`config.mk`:
```
export PLATFORM = sky130hd
export DESIGN_NAME = lfu_cache_replacement
export DESIGN_NICKNAME = d
export VERILOG_FILES = /design/src/design/lfu_pkg.sv /design/src/design/lfu_cmp.sv /design/src/design/lfu_cache_replacement.sv
export SDC_FILE = /design/constraint.sdc
export NUM_CORES = 1
export LEC_CHECK = 0
export BUFFER_PORTS_ARGS = -buffer_cell sky130_fd_sc_hd__buf_2
export CAP_MARGIN = 10
export CORE_ASPECT_RATIO = 1.4
export CORE_MARGIN = 2
export CORE_UTILIZATION = 35
export DETAILED_ROUTE_END_ITERATION = 16
export PLACE_DENSITY = 0.58
export SLEW_MARGIN = 5
export SYNTH_ARGS = -nofsm -noshare
export SYNTH_HDL_FRONTEND = slang
export SYNTH_SLANG_ARGS = --single-unit
```
`constraint.sdc`:
```
create_clock -name i_clk -period 16.19 [get_ports i_clk]
set_input_delay 0 -clock i_clk [delete_from_list [all_inputs] [get_ports i_clk]]
set_output_delay 0 -clock i_clk [all_outputs]
set_load 0.005 [all_outputs]
```
`src/design/lfu_pkg.sv`:
```
// ----------------------------------------------------------------------------
// lfu_pkg
// Shared sizes, types and state codes for the LFU cache with LRU tie-break.
// ----------------------------------------------------------------------------
package lfu_pkg;

    localparam int ENTRIES    = 16;
    localparam int COUNT_BITS = 16;
    localparam int KEY_W      = 16;
    localparam int DATA_W     = 16;
    localparam int CAP_W      = 5;
    localparam int IDX_W      = (ENTRIES > 1) ? $clog2(ENTRIES) : 1;
    localparam int USED_W     = $clog2(ENTRIES + 1);
    localparam int CMPW       = (USED_W > CAP_W) ? USED_W : CAP_W;

    localparam logic [CAP_W-1:0]      CAP_RESET = CAP_W'(16);
    localparam logic [COUNT_BITS-1:0] COUNT_MAX = '1;

    localparam logic [2:0] CAP_ADDR = 3'd0;

    localparam logic CMD_GET = 1'b0;
    localparam logic CMD_PUT = 1'b1;

    typedef logic [IDX_W-1:0]      t_idx;
    typedef logic [COUNT_BITS-1:0] t_count;
    typedef logic [KEY_W-1:0]      t_key;
    typedef logic [DATA_W-1:0]     t_data;

    typedef enum logic [2:0] {
        S_IDLE = 3'b001,
        S_SCAN = 3'b010,
        S_UPD  = 3'b100
    } t_state;

    // Running result of the scan, fed back to the compare unit.
    typedef struct packed {
        logic   match_found;
        logic   free_found;
        logic   victim_found;
        t_count victim_count;
        t_idx   victim_rank;
    } t_scan;

    // Which trackers take the entry under the scan pointer.
    typedef struct packed {
        logic match;
        logic free;
        logic victim;
    } t_take;

endpackage

```
`src/design/lfu_cmp.sv`:
```
// ----------------------------------------------------------------------------
// lfu_cmp
// Compare unit shared by all scan steps: key match, free slot and victim order.
// ----------------------------------------------------------------------------
module lfu_cmp (
    input  logic           i_valid,
    input  lfu_pkg::t_key   i_entry_key,
    input  lfu_pkg::t_count i_entry_count,
    input  lfu_pkg::t_idx   i_entry_rank,
    input  lfu_pkg::t_key   i_search_key,
    input  lfu_pkg::t_scan  i_scan,
    output lfu_pkg::t_take  o_take
);
    import lfu_pkg::*;

    logic lower_count;
    logic same_count;
    logic older;

    assign lower_count = i_entry_count < i_scan.victim_count;
    assign same_count  = i_entry_count == i_scan.victim_count;
    assign older       = i_entry_rank > i_scan.victim_rank;

    always_comb begin
        o_take.match  = i_valid && (i_entry_key == i_search_key) && !i_scan.match_found;
        o_take.free   = !i_valid && !i_scan.free_found;
        o_take.victim = i_valid && (!i_scan.victim_found || lower_count ||
                                    (same_count && older));
    end

endmodule

```
`src/design/lfu_cache_replacement.sv`:
```
// ----------------------------------------------------------------------------
// lfu_cache_replacement
// LFU key-value cache with LRU tie-break; one entry compared per cycle.
// ----------------------------------------------------------------------------
// Each item is scanned over every entry once through the single compare unit and
// then applied in an update step; no new item is taken until the update is done,
// and the update waits while the output register holds an unaccepted result.
// Reset (synchronous, active low): all entries invalid, capacity 16.
// A result may wait in the output register while the next item is taken.
// ----------------------------------------------------------------------------
module lfu_cache_replacement (
    input  logic        i_clk,
    input  logic        i_rst_n,
    input  logic        s_axis_tvalid,
    output logic        s_axis_tready,
    input  logic [39:0] s_axis_tdata,   // command[0], key[16:1], value[32:17]
    output logic        m_axis_tvalid,
    input  logic        m_axis_tready,
    output logic [39:0] m_axis_tdata,   // hit[0], read_value[16:1], evicted[17],
                                        // evicted_key[33:18]
    input  logic        psel,
    input  logic        penable,
    input  logic        pwrite,
    input  logic [2:0]  paddr,
    input  logic [31:0] pwdata,
    output logic [31:0] prdata,
    output logic        pready
);
    import lfu_pkg::*;

    t_state r_state, n_state;
    logic [CAP_W-1:0] r_capacity;

    logic   r_valid [ENTRIES];
    t_key   r_key   [ENTRIES];
    t_data  r_data  [ENTRIES];
    t_count r_count [ENTRIES];
    t_idx   r_rank  [ENTRIES];
    t_idx   n_rank  [ENTRIES];

    logic  r_cmd;
    t_key  r_skey;
    t_data r_sval;
    t_idx  r_idx;

    t_scan             r_scan;
    t_idx              r_midx, r_mrank, r_fidx, r_vidx;
    t_data             r_mdata;
    t_count            r_mcount;
    t_key              r_vkey;
    logic [USED_W-1:0] r_used;

    t_take take;

    logic              r_out_valid;
    logic              r_out_hit;
    t_data             r_out_rdata;
    logic              r_out_evicted;
    t_key              r_out_ekey;

    logic              in_fire, upd_fire, scan_last;
    logic [CMPW-1:0]   cap_eff;
    logic              use_free, do_ins, evict;
    t_idx              slot;

    // APB
    assign pready = 1'b1;
    assign prdata = {{(32-CAP_W){1'b0}}, r_capacity};

    always_ff @(posedge i_clk) begin
        if (!i_rst_n) begin
            r_capacity <= CAP_RESET;
        end else if (psel && penable && pwrite && (paddr == CAP_ADDR)) begin
            r_capacity <= pwdata[CAP_W-1:0];
        end
    end

    // Shared compare unit
    lfu_cmp u_cmp (
        .i_valid       (r_valid[r_idx]),
        .i_entry_key   (r_key[r_idx]),
        .i_entry_count (r_count[r_idx]),
        .i_entry_rank  (r_rank[r_idx]),
        .i_search_key  (r_skey),
        .i_scan        (r_scan),
        .o_take        (take)
    );

    // Sequencer
    assign s_axis_tready = (r_state == S_IDLE);
    assign in_fire       = s_axis_tvalid && s_axis_tready;
    assign scan_last     = (r_idx == IDX_W'(ENTRIES - 1));
    assign upd_fire      = (r_state == S_UPD) && (!r_out_valid || m_axis_tready);

    always_comb begin
        n_state = r_state;
        case (r_state)
            S_IDLE: begin
                if (in_fire) n_state = S_SCAN;
            end
            S_SCAN: begin
                if (scan_last) n_state = S_UPD;
            end
            S_UPD: begin
                if (upd_fire) n_state = S_IDLE;
            end
            default: n_state = S_IDLE;
        endcase
    end

    always_ff @(posedge i_clk) begin
        if (!i_rst_n) begin
            r_state <= S_IDLE;
        end else begin
            r_state <= n_state;
        end
    end

    // Scan trackers
    always_ff @(posedge i_clk) begin
        if (!i_rst_n) begin
            r_scan <= '0;
            r_idx  <= '0;
            r_used <= '0;
        end else if (in_fire) begin
            r_scan <= '0;
            r_idx  <= '0;
            r_used <= '0;
        end else if (r_state == S_SCAN) begin
            if (!scan_last) r_idx <= r_idx + 1'b1;
            if (r_valid[r_idx]) r_used <= r_used + 1'b1;
            if (take.match) r_scan.match_found <= 1'b1;
            if (take.free) r_scan.free_found <= 1'b1;
            if (take.victim) begin
                r_scan.victim_found <= 1'b1;
                r_scan.victim_count <= r_count[r_idx];
                r_scan.victim_rank  <= r_rank[r_idx];
            end
        end
    end

    always_ff @(posedge i_clk) begin
        if (in_fire) begin
            r_cmd  <= s_axis_tdata[0];
            r_skey <= s_axis_tdata[16:1];
            r_sval <= s_axis_tdata[32:17];
        end
        if (r_state == S_SCAN) begin
            if (take.match) begin
                r_midx   <= r_idx;
                r_mrank  <= r_rank[r_idx];
                r_mdata  <= r_data[r_idx];
                r_mcount <= r_count[r_idx];
            end
            if (take.free) r_fidx <= r_idx;
            if (take.victim) begin
                r_vidx <= r_idx;
                r_vkey <= r_key[r_idx];
            end
        end
    end

    // Update decision
    assign cap_eff  = (CMPW'(r_capacity) > CMPW'(ENTRIES)) ? CMPW'(ENTRIES)
                                                           : CMPW'(r_capacity);
    assign use_free = (CMPW'(r_used) < cap_eff) && r_scan.free_found;
    assign do_ins   = !r_scan.match_found && (r_cmd == CMD_PUT) && (cap_eff != '0) &&
                      (use_free || r_scan.victim_found);
    assign evict    = do_ins && !use_free;
    assign slot     = r_scan.match_found ? r_midx : (use_free ? r_fidx : r_vidx);

    always_comb begin
        for (int j = 0; j < ENTRIES; j++) begin
            n_rank[j] = r_rank[j];
            if (r_scan.match_found) begin
                if (IDX_W'(j) == r_midx) begin
                    n_rank[j] = '0;
                end else if (r_valid[j] && (r_rank[j] < r_mrank)) begin
                    n_rank[j] = r_rank[j] + 1'b1;
                end
            end else if (do_ins) begin
                if (IDX_W'(j) == slot) begin
                    n_rank[j] = '0;
                end else if (r_valid[j] && (!evict || (r_rank[j] < r_scan.victim_rank))) begin
                    n_rank[j] = r_rank[j] + 1'b1;
                end
            end
        end
    end

    // Entry storage
    always_ff @(posedge i_clk) begin
        if (!i_rst_n) begin
            for (int j = 0; j < ENTRIES; j++) r_valid[j] <= 1'b0;
        end else if (upd_fire && do_ins) begin
            r_valid[slot] <= 1'b1;
        end
    end

    always_ff @(posedge i_clk) begin
        if (upd_fire) begin
            for (int j = 0; j < ENTRIES; j++) r_rank[j] <= n_rank[j];
            if (r_scan.match_found) begin
                if (r_cmd == CMD_PUT) r_data[slot] <= r_sval;
                if (r_mcount != COUNT_MAX) r_count[slot] <= r_mcount + 1'b1;
            end else if (do_ins) begin
                r_key[slot]   <= r_skey;
                r_data[slot]  <= r_sval;
                r_count[slot] <= t_count'(1);
            end
        end
    end

    // Output register
    always_ff @(posedge i_clk) begin
        if (!i_rst_n) begin
            r_out_valid <= 1'b0;
        end else if (upd_fire) begin
            r_out_valid <= 1'b1;
        end else if (m_axis_tready) begin
            r_out_valid <= 1'b0;
        end
    end

    always_ff @(posedge i_clk) begin
        if (upd_fire) begin
            r_out_hit     <= r_scan.match_found;
            r_out_rdata   <= (r_scan.match_found && (r_cmd == CMD_GET)) ? r_mdata : '0;
            r_out_evicted <= evict;
            r_out_ekey    <= evict ? r_vkey : '0;
        end
    end

    assign m_axis_tvalid = r_out_valid;
    assign m_axis_tdata  = {6'b0, r_out_ekey, r_out_evicted, r_out_rdata, r_out_hit};

    // Checks
    a_state_onehot: assert property (@(posedge i_clk) disable iff (!i_rst_n)
        $onehot(r_state))
        else $error("sequencer state not one-hot");

    a_accept_scan: assert property (@(posedge i_clk) disable iff (!i_rst_n)
        in_fire |=> (r_state == S_SCAN) && (r_idx == '0))
        else $error("accepted beat did not start a scan");

    a_hit_no_evict: assert property (@(posedge i_clk) disable iff (!i_rst_n)
        r_out_valid |-> !(r_out_hit && r_out_evicted))
        else $error("result shows both hit and eviction");

    a_evict_valid_slot: assert property (@(posedge i_clk) disable iff (!i_rst_n)
        (upd_fire && evict) |-> r_valid[slot])
        else $error("eviction picked an empty slot");

endmodule
```
* Word level (Yosys, flattened, before mapping)
Memories as Yosys holds them, arrays and structs flattened. A register that Yosys moved wholly into a read port is not among the register bits. Index checks and enable logic that the tools add are counted.
Word-level totals: bits in registers 156, bits in writable memories 848, input port bits 82, output and inout bits 75, word-level logic and storage cells 353, memories kept 5
Memories:
- r_count | words 16, width 16, rd ports 1, clocked after Yosys merged registers in 1, write ports 1, line lfu_cache_replacement.sv:37 | t_count r_count [ENTRIES];
- r_data | words 16, width 16, rd ports 1, clocked after Yosys merged registers in 1, write ports 1, line lfu_cache_replacement.sv:36 | t_data r_data [ENTRIES];
- r_key | words 16, width 16, rd ports 1, clocked after Yosys merged registers in 1, write ports 1, line lfu_cache_replacement.sv:35 | t_key r_key [ENTRIES];
- r_rank | words 16, width 4, rd ports 17, clocked after Yosys merged registers in 1, write ports 16, line lfu_cache_replacement.sv:38 | t_idx r_rank [ENTRIES];
- r_valid | words 16, width 1, rd ports 17, clocked after Yosys merged registers in 1, write ports 16, line lfu_cache_replacement.sv:34 | logic r_valid [ENTRIES];
Operators by class: add/subtract/negate cells 19, $lt $le $gt $ge 36, equality and inequality tests 40, multiplexer cells 136, bitwise logic cells 5, reductions and logical operators 89
Operator list (count):
- $mux W4 | 107
- $lt A4 B4 Y1 | 32
- $add A4 B1 Y4 const B | 17
- $eq A4 B4 Y1 const A | 16
- $logic_and A1 B1 Y1 | 49
- $eq A16 B16 Y1 | 2
- $eq A3 B4 Y1 const A | 8
- $mux W16 | 2
- $mux W1 | 22
- $logic_or A1 B1 Y1 | 20
- $add A16 B1 Y16 const B | 1
- $eq A2 B4 Y1 const A | 4
- $lt A16 B16 Y1 | 1
- $ne A16 B16 Y1 const B | 1
- $reduce_and A2 Y1 | 5
- $mux W3 | 3
- $pmux W3 S3 | 1
- $eq A1 B4 Y1 const A | 2
- $logic_not A4 Y1 | 2
- $logic_not A1 Y1 | 7
- $add A5 B1 Y5 const B | 1
- $gt A5 B5 Y1 const B | 1
- $lt A5 B5 Y1 | 1
- $mux W5 | 1
- other kinds (15) | 19

* Depth between registers and ports, before layout
depth in word-level cells 14, depth in mapped cells 16, mapped depth without buffers 11

* By module
A second synthesis with hierarchy kept.
Second synthesis, totals: cells, all modules 2366, area, all modules 43286.5 µm²
Modules (own cells, without submodules):
- lfu_cache_replacement | instances 1, cells each 2272, area an instance 42568.3 µm², sequential area each 30138.9 µm²
- lfu_cmp | instances 1, cells each 94, area an instance 718.2 µm², sequential area each 0.0 µm²

* Worst setup path after synthesis
No wires, ideal clock.
kind reg-to-reg, start register with a tool-made name, end register r_mcount[0], read port of r_count (enable), setup time 0.461 ns, arrival 4.829 ns, data required time 15.729 ns, setup slack 10.900 ns, stages on the path, launching flop included 10, path buffers 2, clock period less this slack 5.290 ns, path through dfxtp_1 -> buf_6 -> buf_2 -> mux4_2 -> mux2i_1 -> mux2i_1 -> xor2_1 -> or2_2 -> or4b_1 -> nor4_2
RTL lines:
- to (decl) | line lfu_cache_replacement.sv:49 | t_count r_mcount;

==> results.py <==
metrics = {
    "route": {
        "first_pass_iters": 7,
        "remaining_drc_errors": 0,
        "via_per_inst": 5.34,
        "wl_mm": 110,
        "initialDrtViolationCount": 1806,
        "via_count": 23600,
        "ant_nets": 0,
        "wl_per_cell_um": 24.9,
    },
    "logic_synthesis": {
        "ys_seq_area_frac": 0.685,
        "syn_avg_cell_area_um2": 17.6,
        "synthTopCellsByCount": "edfxtp_1 (963), mux4_2 (235), nor2_1 (172), ha_1 (139), a21oi_1 (67)",
        "async_reset_ff_frac": 0,
        "synth.ff_latch_count": 1024,
        "ys.flop_type": "edfxtp_1",
        "synth_area_leaders": "edfxtp_1 (66%), mux4_2 (12%), ha_1 (4.0%)",
        "synthesis.area_mm2": 0.0440,
        "netlist_instances": 2505,
        "ys_types": 60,
        "synth_edf_count": 963,
        "synth_area_leader_cell": "edfxtp_1",
        "synth.most_common_cell": "edfxtp_1",
        "ys_warn_count": 0,
        "synth_top_area_frac": 0.658,
    },
    "finish": {
        "nets": 2939,
        "seq_area_mm2": 0.0302,
        "fin_cells": 4422,
        "drive_above_1_share": 0.225,
        "nFillCells": 11100,
        "design_area_mm2": 0.0507,
        "utilization": 0.407,
        "area_growth_pct": 15.2,
        "multi_input_area_mm2": 0.0134,
    },
    "sta": {
        "setup_viol": 0,
        "fin_ws_ns": 10.25,
        "worst_pin_slew_ns": 1.18,
        "hold_violations": 0,
        "max_slew_margin": 0.211,
        "rsz0062_at_grt": "false",
        "period_needed_ns": 5.94,
        "clock_skew_ns": 0.0405,
        "finalSetupTns_ns": 0,
        "finalCritPeriodShare": 0.367,
        "maxSlewViolCount": 0,
        "max_clock_freq_mhz": 168,
        "holdWs_ns": 0.0579,
    },
    "global_route": {
        "grtUsageMet3": 0.0203,
        "grt.total_usage": 0.172,
        "use_met1": 0.208,
        "top_usage_layer": "met2",
        "grt_overflow": 0,
        "grt_pass1_vias": 25000,
        "antenna_found_initial": 1,
        "grt_max_degree": 113,
        "met2_usage": 0.308,
        "grt_pass1_wl_mm": 163,
    },
    "clock_network": {
        "cts.htree.levels": 3,
        "clk_latency_ns": 0.72,
        "tritoncts": "done",
        "postCtsHoldBufs": 84,
        "cts_buffer_depth": 3,
        "cts_setup_buffers": 0,
        "cts_inserted_buffers": 94,
        "clk_pin_slew_ns": 0.07,
        "clockRootBuffer": "clkbuf_16",
        "cts_resized": 0,
        "cts_sinks": 1024,
    },
    "place": {
        "port_buffers": 88,
        "post_dp_cell_area_mm2": 0.0466,
        "place_inst": 4165,
        "dp_slack_ns": 10.09,
        "gp_congestion": 0.886,
        "dp_hpwl_mm": 65.4,
    },
    "power_and_ir_drop": {
        "vdd_drop_max_uv": 91.2,
        "finalPower_mw": 5.28,
        "power.leakage_nw": 16.4,
        "power.density_mw_per_mm2": 104,
    },
    "die": {
        "fp-row-count": 153,
        "design.die.area_mm2": 0.129,
        "coreArea_mm2": 0.124,
        "io_pins": 157,
        "dieHeight_um": 423,
        "start_util": 0.353,
        "fp.dieW_um": 304,
    },
    "critical_path": {
        "crit_family": "compound AO/OA/AOI/OAI gates",
        "crit_required_ns": 16.80,
        "cp_common_cell": "a21oi_1",
        "crit_arrival_ns": 6.55,
        "r2r_slack_ns": 10.25,
        "crit_fanout": 44,
        "crit_path_cell_trace": "buf_4 -> mux4_2 -> mux4_2 -> ha_1 -> a21o_1 -> a21oi_1 -> a21oi_1 -> a2111oi_0 -> nor4_2 -> buf_4 -> or3b_2 -> a21oi_1",
        "cp_num_buf_inv": 2,
        "cp_slowest_stage_delay_ns": 0.98,
        "startpoint_type": "register",
        "cpMaxStageDelayCell": "dfxtp_4",
        "crit_type": "reg2reg",
        "worstSetupEndpointType": "register",
    },
    "hold_path": {
        "hold_class": "in2reg",
    },
    "flow_run": {
        "cap_violations": 0,
    },
    "status": {
        "status": "complete, no violations",
    },
}
-- power by group --
part           switching (mW)  internal [mW]  total [mW]
Combinational          0.0324         0.0345      0.0669
Sequential             0.0271           2.89        2.92
Clock                   0.999           1.30        2.30
Total                    1.06           4.23        5.28
-- placed cells by master (no fill, tap or decap), types with 21 or more instances in the layout --
master,count
ha_1,139
mux4_2,235
buf_2,88
a211oi_1,29
nand2b_1,46
a21o_1,38
dlygate4sd3_1,84
conb_1,34
or3b_2,21
edfxtp_1,963
a21oi_1,66
dfxtp_1,54
inv_1,50
clkbuf_16,96
nor2_2,22
nand3_1,35
nor2b_1,33
nor2_4,27
o21ai_0,45
nand2_1,58
and2_1,53
xor2_1,35
mux2i_1,44
xnor2_1,30
nor2_1,123
buf_4,53
-- per-layer routing --
metal	wire length, um	share of wire
met5	0	0
met3	4870	0.044
met2	58100	0.53
met1	42700	0.39
met4	4380	0.040
-- state kept, by name, indices dropped and copies added (netlist names), 23 cells and up, named ones only --
name / cells
r_data: 256
r_key: 256
r_count: 256
r_rank: 64
r_scan: 23
-- final timing paths --
path / to / depth (start not counted) / from
worst min register to register: r_scan[1] / 2 / r_scan[1]
worst max-delay path: r_scan[6] / 12 / register
worst max register to register: r_scan[6] / 12 / register
worst min-delay path: r_skey[5] / 2 / s_axis_tdata[6]
-- logic make-up after synthesis --
| kind of cell | share of synthesized area |
|---|---|
| DFF | 0.685 |
| and+or+nand+nor | 0.0570 |
| muxes | 0.138 |
| AOI/OAI and AO/OA | 0.0465 |
| buffers and inverters | 0.0208 |
| adders and majority gates | 0.0395 |
| xor gates and xnor gates | 0.0129 |
| other | 0.000171 |
-- area by class of cell --
class                           count  share of cell area
Sequential cell                  1024               0.595
Multi-Input combinational cell   1320               0.264
Antenna cell                        1           0.0000494
Timing Repair Buffer              226              0.0335
Clock buffer                      116              0.0495
Tap cell                         1627              0.0402
Clock inverter                     56              0.0135
Inverter                           52             0.00385
Note: power is estimated with default switching activity, not from simulation.
